File: src/hdl/adsc_pkg.sv
`default_nettype none

package adsc_pkg;

  // Item function codes
  typedef enum logic [2:0] {
    FUNC_WR_STATUS = 3'd0,
    FUNC_WR_CH0    = 3'd1,
    FUNC_WR_CH1    = 3'd2,
    FUNC_RESTART   = 3'd3,
    FUNC_READ      = 3'd4
  } func_t;

  // Operations handed from the front to the back
  typedef enum logic [2:0] {
    OP_WR_STATUS,
    OP_WR_CH0,
    OP_WR_CH1,
    OP_RESTART,
    OP_READ
  } op_kind_t;

  localparam int WORD_W    = 24;
  localparam int CRC_W     = 16;
  localparam int NUM_WORDS = 3;
  localparam int MSG_W     = NUM_WORDS * WORD_W;

  typedef logic [WORD_W-1:0] word_t;
  typedef logic [CRC_W-1:0]  crc_t;
  typedef logic [1:0]        word_sel_t;

  localparam word_sel_t SEL_STATUS = 2'd0;
  localparam word_sel_t SEL_CH0    = 2'd1;
  localparam word_sel_t SEL_CH1    = 2'd2;

  // One queued operation with the CRC share of the written word
  typedef struct packed {
    op_kind_t kind;
    word_t    value;
    crc_t     crc_part;
  } op_t;

  // Frame layout
  localparam logic [3:0] IDX_PAD     = 4'd9;
  localparam logic [3:0] IDX_CRC_HI  = 4'd10;
  localparam logic [3:0] IDX_CRC_LO  = 4'd11;
  localparam logic [3:0] FRAME_BYTES = 4'd12;

  localparam logic [7:0] PAD_BYTE  = 8'h00;
  localparam logic [7:0] IDLE_BYTE = 8'hFF;

  localparam crc_t CRC_POLY = 16'h1021;
  localparam crc_t CRC_INIT = 16'hFFFF;

  typedef logic [NUM_WORDS-1:0][WORD_W-1:0][CRC_W-1:0] crc_cols_t;

  // One CRC-16-CCITT step, message bit first in
  function automatic crc_t crc_bit_step(crc_t c, logic b);
    logic fb;
    fb = c[CRC_W-1] ^ b;
    return {c[CRC_W-2:0], 1'b0} ^ (fb ? CRC_POLY : '0);
  endfunction

  // Serial CRC over a whole frame body, used only at elaboration
  function automatic crc_t crc_of_msg(logic [MSG_W-1:0] msg, crc_t init);
    crc_t c;
    c = init;
    for (int k = MSG_W - 1; k >= 0; k--) begin
      c = crc_bit_step(c, msg[k]);
    end
    return c;
  endfunction

  // CRC columns: share of each word bit with zero preset
  function automatic crc_cols_t build_cols();
    crc_cols_t        cols;
    logic [MSG_W-1:0] msg;
    for (int w = 0; w < NUM_WORDS; w++) begin
      for (int i = 0; i < WORD_W; i++) begin
        msg = '0;
        msg[(NUM_WORDS - 1 - w) * WORD_W + i] = 1'b1;
        cols[w][i] = crc_of_msg(msg, '0);
      end
    end
    return cols;
  endfunction

  localparam crc_cols_t CRC_COLS = build_cols();
  // Preset term: CRC of an all-zero body from the 0xFFFF preset
  localparam crc_t CRC_BASE = crc_of_msg('0, CRC_INIT);

  // Linear CRC share of one word: an XOR network per CRC bit
  function automatic crc_t crc_part(word_sel_t sel, word_t value);
    crc_t  p;
    word_t m;
    p = '0;
    for (int j = 0; j < CRC_W; j++) begin
      for (int i = 0; i < WORD_W; i++) begin
        m[i] = CRC_COLS[sel][i][j];
      end
      p[j] = ^(value & m);
    end
    return p;
  endfunction

endpackage

`default_nettype wire

File: src/hdl/adsc_in_if.sv
`default_nettype none

// Input item channel
interface adsc_in_if;
  logic                 valid;
  logic                 ready;
  logic [2:0]           func;
  adsc_pkg::word_t      value;

  modport source (output valid, output func, output value, input ready);
  modport sink   (input valid, input func, input value, output ready);
endinterface

`default_nettype wire

File: src/hdl/adsc_out_if.sv
`default_nettype none

// Result item channel
interface adsc_out_if;
  logic       valid;
  logic       ready;
  logic [7:0] miso_byte;
  logic       past_end;

  modport source (output valid, output miso_byte, output past_end, input ready);
  modport sink   (input valid, input miso_byte, input past_end, output ready);
endinterface

`default_nettype wire

File: src/hdl/adsc_front.sv
`default_nettype none

module adsc_front (
  adsc_in_if.sink          in_ch,
  input  wire logic        q_full,
  output adsc_pkg::op_t    q_op,
  output logic             q_push
);

  adsc_pkg::word_sel_t sel;
  logic                known;

  // Decode the function code; unused codes are dropped here
  always_comb begin
    q_op.kind  = adsc_pkg::OP_READ;
    q_op.value = in_ch.value;
    sel        = adsc_pkg::SEL_STATUS;
    known      = 1'b1;
    unique case (in_ch.func)
      adsc_pkg::FUNC_WR_STATUS: begin
        q_op.kind = adsc_pkg::OP_WR_STATUS;
        sel       = adsc_pkg::SEL_STATUS;
      end
      adsc_pkg::FUNC_WR_CH0: begin
        q_op.kind = adsc_pkg::OP_WR_CH0;
        sel       = adsc_pkg::SEL_CH0;
      end
      adsc_pkg::FUNC_WR_CH1: begin
        q_op.kind = adsc_pkg::OP_WR_CH1;
        sel       = adsc_pkg::SEL_CH1;
      end
      adsc_pkg::FUNC_RESTART: q_op.kind = adsc_pkg::OP_RESTART;
      adsc_pkg::FUNC_READ:    q_op.kind = adsc_pkg::OP_READ;
      default:                known = 1'b0;
    endcase
    // CRC share of a written word travels with the item
    q_op.crc_part = adsc_pkg::crc_part(sel, in_ch.value);
  end

  assign in_ch.ready = !q_full;
  assign q_push      = in_ch.valid && !q_full && known;

endmodule

`default_nettype wire

File: src/hdl/adsc_queue.sv
`default_nettype none

module adsc_queue (
  input  wire logic          clk,
  input  wire logic          rst_n,
  input  wire logic          push,
  input  adsc_pkg::op_t      push_op,
  input  wire logic          pop,
  output adsc_pkg::op_t      pop_op,
  output logic               nonempty,
  output logic               full
);

  adsc_pkg::op_t mem_r [2];
  logic          wr_ptr_r;
  logic          rd_ptr_r;
  logic [1:0]    count_r;

  // Entry storage
  always_ff @(posedge clk) begin
    if (push) begin
      mem_r[wr_ptr_r] <= push_op;
    end
  end

  // Pointers and fill count
  always_ff @(posedge clk) begin
    if (!rst_n) begin
      wr_ptr_r <= 1'b0;
      rd_ptr_r <= 1'b0;
      count_r  <= 2'd0;
    end else begin
      if (push) wr_ptr_r <= !wr_ptr_r;
      if (pop)  rd_ptr_r <= !rd_ptr_r;
      if (push && !pop)      count_r <= count_r + 2'd1;
      else if (pop && !push) count_r <= count_r - 2'd1;
    end
  end

  assign pop_op   = mem_r[rd_ptr_r];
  assign nonempty = (count_r != 2'd0);
  assign full     = (count_r == 2'd2);

  a_no_push_full: assert property (@(posedge clk) disable iff (!rst_n)
    push |-> count_r != 2'd2)
    else $error("push into full queue");

  a_no_pop_empty: assert property (@(posedge clk) disable iff (!rst_n)
    pop |-> count_r != 2'd0)
    else $error("pop from empty queue");

  a_count_bound: assert property (@(posedge clk) disable iff (!rst_n)
    count_r != 2'd3)
    else $error("queue count overflow");

endmodule

`default_nettype wire

File: src/hdl/adsc_back.sv
`default_nettype none

module adsc_back (
  input  wire logic        clk,
  input  wire logic        rst_n,
  input  wire logic        q_valid,
  input  adsc_pkg::op_t    q_op,
  output logic             q_pop,
  adsc_out_if.source       out_ch
);

  adsc_pkg::word_t status_r, ch0_r, ch1_r;
  adsc_pkg::crc_t  crc_st_r, crc_c0_r, crc_c1_r;
  logic [3:0]      byte_index_r, byte_index_nxt;
  logic            out_valid_r, out_valid_nxt;
  logic [7:0]      out_byte_r;
  logic            out_past_end_r;
  adsc_pkg::crc_t  crc;
  logic [7:0]      frame_byte;
  logic            is_read;
  logic            out_free;

  // Current frame CRC from the per-word shares
  assign crc = adsc_pkg::CRC_BASE ^ crc_st_r ^ crc_c0_r ^ crc_c1_r;

  // Frame byte at the current position
  always_comb begin
    unique case (byte_index_r)
      4'd0:                 frame_byte = status_r[23:16];
      4'd1:                 frame_byte = status_r[15:8];
      4'd2:                 frame_byte = status_r[7:0];
      4'd3:                 frame_byte = ch0_r[23:16];
      4'd4:                 frame_byte = ch0_r[15:8];
      4'd5:                 frame_byte = ch0_r[7:0];
      4'd6:                 frame_byte = ch1_r[23:16];
      4'd7:                 frame_byte = ch1_r[15:8];
      4'd8:                 frame_byte = ch1_r[7:0];
      adsc_pkg::IDX_PAD:    frame_byte = adsc_pkg::PAD_BYTE;
      adsc_pkg::IDX_CRC_HI: frame_byte = crc[15:8];
      adsc_pkg::IDX_CRC_LO: frame_byte = crc[7:0];
      default:              frame_byte = adsc_pkg::IDLE_BYTE;
    endcase
  end

  // Writes never wait; a read waits for a free output register
  assign is_read  = (q_op.kind == adsc_pkg::OP_READ);
  assign out_free = !out_valid_r || out_ch.ready;
  assign q_pop    = q_valid && (!is_read || out_free);

  // Index and output handshake next state
  always_comb begin
    byte_index_nxt = byte_index_r;
    out_valid_nxt  = out_valid_r && !out_ch.ready;
    if (q_pop) begin
      priority case (q_op.kind)
        adsc_pkg::OP_RESTART: byte_index_nxt = '0;
        adsc_pkg::OP_READ: begin
          out_valid_nxt = 1'b1;
          if (byte_index_r < adsc_pkg::FRAME_BYTES) begin
            byte_index_nxt = byte_index_r + 4'd1;
          end
        end
        default: byte_index_nxt = byte_index_r;
      endcase
    end
  end

  always_ff @(posedge clk) begin
    if (!rst_n) begin
      status_r     <= '0;
      ch0_r        <= '0;
      ch1_r        <= '0;
      crc_st_r     <= '0;
      crc_c0_r     <= '0;
      crc_c1_r     <= '0;
      byte_index_r <= '0;
      out_valid_r  <= 1'b0;
    end else begin
      byte_index_r <= byte_index_nxt;
      out_valid_r  <= out_valid_nxt;
      if (q_pop && q_op.kind == adsc_pkg::OP_WR_STATUS) begin
        status_r <= q_op.value;
        crc_st_r <= q_op.crc_part;
      end
      if (q_pop && q_op.kind == adsc_pkg::OP_WR_CH0) begin
        ch0_r    <= q_op.value;
        crc_c0_r <= q_op.crc_part;
      end
      if (q_pop && q_op.kind == adsc_pkg::OP_WR_CH1) begin
        ch1_r    <= q_op.value;
        crc_c1_r <= q_op.crc_part;
      end
    end
  end

  // Output payload
  always_ff @(posedge clk) begin
    if (q_pop && is_read) begin
      out_byte_r     <= frame_byte;
      out_past_end_r <= (byte_index_r >= adsc_pkg::FRAME_BYTES);
    end
  end

  assign out_ch.valid     = out_valid_r;
  assign out_ch.miso_byte = out_byte_r;
  assign out_ch.past_end  = out_past_end_r;

  a_index_bound: assert property (@(posedge clk) disable iff (!rst_n)
    byte_index_r <= adsc_pkg::FRAME_BYTES)
    else $error("byte index beyond frame");

  a_past_end_idle: assert property (@(posedge clk) disable iff (!rst_n)
    out_valid_r && out_past_end_r |-> out_byte_r == adsc_pkg::IDLE_BYTE)
    else $error("past-end result without idle byte");

  a_read_advances: assert property (@(posedge clk) disable iff (!rst_n)
    q_pop && is_read && byte_index_r < adsc_pkg::FRAME_BYTES
    |=> byte_index_r == 4'($past(byte_index_r) + 4'd1))
    else $error("read did not advance index");

  a_restart: assert property (@(posedge clk) disable iff (!rst_n)
    q_pop && q_op.kind == adsc_pkg::OP_RESTART |=> byte_index_r == 4'd0)
    else $error("restart did not clear index");

endmodule

`default_nettype wire

File: src/hdl/adc_spi_frame_readout_crc_core.sv
`default_nettype none

// Channel  Dir  Payload                         Result
// in_ch    in   func[2:0], value[23:0]          writes, restart, byte read
// out_ch   out  miso_byte[7:0], past_end        one item per read
//
// One item per cycle sustained while the output does not stall; the front
// decodes and queues, the back executes. A read's byte passes through the
// queue and then the output register. The CRC is kept as per-word shares.
// Reset clears the words, the byte index, the queue and the output valid.
// A stalled output holds back a read at the queue head and everything queued
// behind it; in_ch.ready falls only when the two-entry queue is full.

module adc_spi_frame_readout_crc_core (
  input  wire logic    clk,
  input  wire logic    rst_n,
  adsc_in_if.sink      in_ch,
  adsc_out_if.source   out_ch
);

  adsc_pkg::op_t push_op;
  adsc_pkg::op_t pop_op;
  logic          push;
  logic          pop;
  logic          nonempty;
  logic          full;

  adsc_front u_front (
    .in_ch  (in_ch),
    .q_full (full),
    .q_op   (push_op),
    .q_push (push)
  );

  adsc_queue u_queue (
    .clk      (clk),
    .rst_n    (rst_n),
    .push     (push),
    .push_op  (push_op),
    .pop      (pop),
    .pop_op   (pop_op),
    .nonempty (nonempty),
    .full     (full)
  );

  adsc_back u_back (
    .clk     (clk),
    .rst_n   (rst_n),
    .q_valid (nonempty),
    .q_op    (pop_op),
    .q_pop   (pop),
    .out_ch  (out_ch)
  );

endmodule

`default_nettype wire

File: src/flat_wrapper.sv
// flat-port wrapper written by rule: the top's interface ports become plain ports
module adc_spi_frame_readout_crc_core_flat 
  (clk, rst_n, in_ch_valid, in_ch_func, in_ch_value, in_ch_ready, out_ch_valid, out_ch_miso_byte, out_ch_past_end, out_ch_ready);
  adsc_in_if in_ch_i ();
  adsc_out_if out_ch_i ();
  input  wire logic clk;
  input  wire logic rst_n;
  input wire logic [$bits(in_ch_i.valid)-1:0] in_ch_valid;
  input wire logic [$bits(in_ch_i.func)-1:0] in_ch_func;
  input wire logic [$bits(in_ch_i.value)-1:0] in_ch_value;
  output wire logic [$bits(in_ch_i.ready)-1:0] in_ch_ready;
  output wire logic [$bits(out_ch_i.valid)-1:0] out_ch_valid;
  output wire logic [$bits(out_ch_i.miso_byte)-1:0] out_ch_miso_byte;
  output wire logic [$bits(out_ch_i.past_end)-1:0] out_ch_past_end;
  input wire logic [$bits(out_ch_i.ready)-1:0] out_ch_ready;
  assign in_ch_i.valid = in_ch_valid;
  assign in_ch_i.func = in_ch_func;
  assign in_ch_i.value = in_ch_value;
  assign in_ch_ready = in_ch_i.ready;
  assign out_ch_valid = out_ch_i.valid;
  assign out_ch_miso_byte = out_ch_i.miso_byte;
  assign out_ch_past_end = out_ch_i.past_end;
  assign out_ch_i.ready = out_ch_ready;
  adc_spi_frame_readout_crc_core u_core (.clk(clk), .rst_n(rst_n), .in_ch(in_ch_i), .out_ch(out_ch_i));
endmodule
File: config.mk
export PLATFORM = sky130hd
export DESIGN_NAME = adc_spi_frame_readout_crc_core_flat
export DESIGN_NICKNAME = d
export VERILOG_FILES = /design/src/hdl/adsc_pkg.sv /design/src/hdl/adsc_in_if.sv /design/src/hdl/adsc_out_if.sv /design/src/hdl/adsc_front.sv /design/src/hdl/adsc_queue.sv /design/src/hdl/adsc_back.sv /design/src/hdl/adc_spi_frame_readout_crc_core.sv /design/src/flat_wrapper.sv
export SDC_FILE = /design/constraint.sdc
export NUM_CORES = 1
export LEC_CHECK = 0
export ABC_AREA = 0
export BUFFER_PORTS_ARGS = -buffer_cell sky130_fd_sc_hd__clkbuf_2
export CORE_MARGIN = 2
export CORE_UTILIZATION = 45
export DETAILED_ROUTE_END_ITERATION = 8
export HOLD_SLACK_MARGIN = 0.08
export PLACE_DENSITY = 0.57
export SETUP_SLACK_MARGIN = 0.05
export SYNTH_ARGS = -nofsm -noshare
export SYNTH_HDL_FRONTEND = slang
export SYNTH_SLANG_ARGS = --single-unit
File: constraint.sdc
create_clock -name clk -period 3.86 [get_ports clk]
set_clock_uncertainty 0.15 [all_clocks]
set_input_delay 0.579 -clock clk [delete_from_list [all_inputs] [get_ports clk]]
set_output_delay 0.579 -clock clk [all_outputs]
set_load 0.05 [all_outputs]
==> results.sh <==
export IMPL_cts_resized=0
export IMPL_antenna_found_initial=0
export IMPL_startpoint="in_ch_func[2]"
export IMPL_maxSlewHeadroom=0.3977
export IMPL_ys_seq_area_frac=0.4362
export IMPL_placed_cell_area_mm2=0.01293
export IMPL_critPathMaxFanout=29
export IMPL_grt_max_degree=81
export IMPL_dr_pass1_iters=5
export IMPL_grtUsageTotal=0.2295
export IMPL_clockBufferDepth=3
export IMPL_grt_remaining_overflow=0
export IMPL_async_flop_share=0
export IMPL_r2r_slack_ps=1020
export IMPL_gp_congestion=0.8896
export IMPL_crit_required_ps=3990
export IMPL_dr_total_vias=9005
export IMPL_core_area_mm2=0.02755
export IMPL_post_cts_buffers=0
export IMPL_synth_edf_count=95
export IMPL_hold_class="in2reg"
export IMPL_drv_cap=0
export IMPL_worst_pin_slew_ps=903.4
export IMPL_synth_net_count=1283
export IMPL_die_area_mm2=0.02914
export IMPL_clk_latency_ps=530
export IMPL_finalHoldViolations=0
export IMPL_cts_root_buf="clkbuf_16"
export IMPL_io_buffers=41
export IMPL_htreeDepth=1
export IMPL_design_area_mm2=0.01380
export IMPL_clock_sinks=225
export IMPL_crit_chain="clkbuf_2, or3b_1, ha_2, buf_4, nor2b_1, o21ai_0, nand2_1, xnor2_1, xor2_1, xnor2_1"
export IMPL_viasPerCell=5.528
export IMPL_cp_slowest_cell="or3b_1"
export IMPL_clock_fmax_mhz=350.2
export IMPL_die_y_um=170.7
export IMPL_regToRegEndpoint="u_core.u_back.out_ch.miso_byte[0]"
export IMPL_finalSetupViolations=0
export IMPL_drv_slew=0
export IMPL_period_needed_ps=2856
export IMPL_cp_num_buf_inv=2
export IMPL_nets=1271
export IMPL_synth_distinct_cells=58
export IMPL_antennaDiodeCount=0
export IMPL_fin_util=0.5010
export IMPL_rsz0062_at_grt="no"
export IMPL_syn_area_mm2=0.01251
export IMPL_regArea_mm2=0.005456
export IMPL_start_util=0.4539
export IMPL_r2r_cells=8
export IMPL_pwr_density_cell_mw_per_mm2=568.7
export IMPL_place_hpwl_mm=21.66
export IMPL_worstSetupStartpointType="input port"
export IMPL_vdd_drop_max_mv=0.2986
export IMPL_multi_input_area_mm2=0.006544
export IMPL_min_period_over_period=0.7398
export IMPL_syn_avg_cell_area_um2=10.06
export IMPL_slowest_delay_ps=420
export IMPL_fillCellCount=2607
export IMPL_clkSlewWorstSetupHoldPaths_ps=60
export IMPL_endpoint="u_core.u_queue.mem_r[1][4]"
export IMPL_ios=42
export IMPL_cts_buffers=26
export IMPL_crit_cells=10
export IMPL_cts_tree="done"
export IMPL_status="completed"
export IMPL_end_kind="flip-flop"
export IMPL_critPathKind="in2reg"
export IMPL_first_iter_violations=550
export IMPL_hold_ws_ps=151.7
export IMPL_grt_pass1_wl_mm=50.70
export IMPL_routed_wl_mm=32.95
export IMPL_ant_nets=0
export IMPL_wl_per_cell_um=20.23
export IMPL_drive_gt1_frac=0.09832
export IMPL_p_total_mw=7.850
export IMPL_critPathTopFamily="XOR/XNOR gates"
export IMPL_cts_hold_buffers=0
export IMPL_worstReg2RegStart="u_core.u_back.byte_index_r[0]"
export IMPL_area_growth_pct=10.37
export IMPL_synth_seq_cells=225
export IMPL_row_count=61
export IMPL_p_leak_nw=6.248
export IMPL_synth_ff_type="dfxtp_1"
export IMPL_worstPathArrival_ps=2980
export IMPL_drc_errors=0
export IMPL_synth_cells=1243
export IMPL_cp_common_cell="xnor2_1"
export IMPL_die_w_um=170.7
export IMPL_tns_ps=0
export IMPL_grt_pass1_vias=8530
export IMPL_yosys_warnings=0
==> cell usage in the layout, fill, tap and decap left out, drive strengths merged, types with 2 or more instances in the layout <==
cell,Yosys,final
a21oi,25,25
a221oi,5,5
a222oi,9,9
a22o,8,8
a22oi,6,6
a31oi,5,5
a32oi,11,11
and2,6,6
buf,61,24
clkbuf,43,79
clkinv,1,9
dfxtp,130,130
edfxtp,95,95
ha,9,9
inv,15,15
mux2,5,5
mux2i,49,49
nand2,229,229
nand2b,13,13
nand3,8,8
nor2,34,34
nor2b,19,19
nor3b,2,2
nor4,3,3
o211a,120,120
o211ai,2,2
o21a,3,3
o21ai,27,27
o221ai,5,5
o22ai,10,10
or2,2,2
or3,4,4
xnor2,201,201
xnor3,3,3
xor2,64,64
==> registers in the layout (all words and copies together), names as in the netlist, named ones only <==
name / count
u_core.u_back.byte_index_r: 4
u_core.u_back.crc_c1_r: 16
u_core.u_queue.mem_r: 86
u_core.u_back.status_r: 24
u_core.u_back.crc_c0_r: 16
u_core.u_back.out_ch.valid: 1
u_core.u_back.ch0_r: 24
u_core.u_back.out_ch.past_end: 1
u_core.u_back.crc_st_r: 16
u_core.u_queue.count_r: 2
u_core.u_queue.wr_ptr_r: 1
u_core.u_back.ch1_r: 24
u_core.u_back.out_ch.miso_byte: 8
u_core.u_queue.rd_ptr_r: 1
==> through the flow <==
| stage | setup WS [ps] | cells |
|---|---|---|
| floorplan | 374.2 | 1243 |
| global placement | 529.9 | 1581 |
| detailed placement | 457.3 | 1581 |
| CTS | 1020 | 1629 |
| global route | 879.7 | 1629 |
| finish | 1004 | 1629 |
==> layer usage <==
layer	track usage	vias to the layer above	wire (um)
met2	0.3702	220	15160
met3	0.03146	62	1670
met5	0	-	0
li1	-	4289	-
met1	0.3156	4434	15080
met4	0.08138	0	1038
==> power by group <==
group	internal, mW	switching, mW	leakage (nW)
combinational	0.927	1.35	3.88
sequential	2.95	0.177	1.93
clock	1.49	0.962	0.437
total	5.36	2.49	6.25
==> final cells by class <==
class                      instances  area share
inverter                          16    0.004351
timing repair buffer              64     0.02846
multi-input combinational        898      0.4741
sequential                       225      0.3953
clock buffer                      39     0.05738
tap                              378     0.03426
clock inverter                     9    0.006164
==> Yosys cell counts (3+ instances only) <==
master    count  share of area
o211a_1     120          0.096
nor2b_1      19         0.0095
nand2b_1     13         0.0065
o21ai_0      27          0.011
buf_1         4         0.0012
a32oi_1      11         0.0077
o221ai_1      5         0.0035
nand2_1     229          0.069
a22oi_1       6         0.0036
a22o_1        8         0.0056
a221oi_1      5         0.0035
dfxtp_1     130           0.21
mux2_2        4         0.0036
or3_1         4         0.0020
o21a_1        3         0.0018
xnor2_1     199           0.14
a31oi_1       5         0.0025
buf_4         4         0.0024
clkbuf_1     43          0.013
o22ai_1      10         0.0050
mux2i_1      49          0.039
a222oi_1      9         0.0072
nand3_1       8         0.0032
a21oi_1      25          0.010
inv_1        14         0.0042
nor2_1       32         0.0096
ha_1          9         0.0090
and2_1        6         0.0030
buf_2        52          0.021
xor2_1       64          0.045
edfxtp_1     95           0.23
xnor3_1       3         0.0054
==> how the worst min path moves through the flow <==
stage	end	cells past startpoint	from	slack (ps)
2_1_floorplan	u_core.u_back.status_r[17]	1	u_core.u_back.status_r[17]	320
3_3_place_gp	u_core.u_back.ch1_r[7]	1	u_core.u_back.ch1_r[7]	330
3_5_place_dp	u_core.u_back.ch0_r[16]	1	u_core.u_back.ch0_r[16]	340
4_1_cts	u_core.u_queue.mem_r[1][42]	1	in_ch_func[2]	130
5_1_grt	u_core.u_queue.mem_r[1][42]	1	in_ch_func[2]	150
6_report	u_core.u_queue.mem_r[1][42]	1	in_ch_func[2]	150
==> cells by family after synthesis <==
family                   after synthesis  share of synthesized area
AND/OR/NAND/NOR                      325                     0.1123
XOR/XNOR                             268                     0.1931
AO/OA/AOI/OAI                        242                     0.1624
flip-flops                           225                     0.4362
buffers and inverters                120                    0.04302
multiplexers                          54                    0.04402
adder cells (fa/ha/maj)                9                   0.009005
Note: power is estimated with default switching activity, not from simulation.
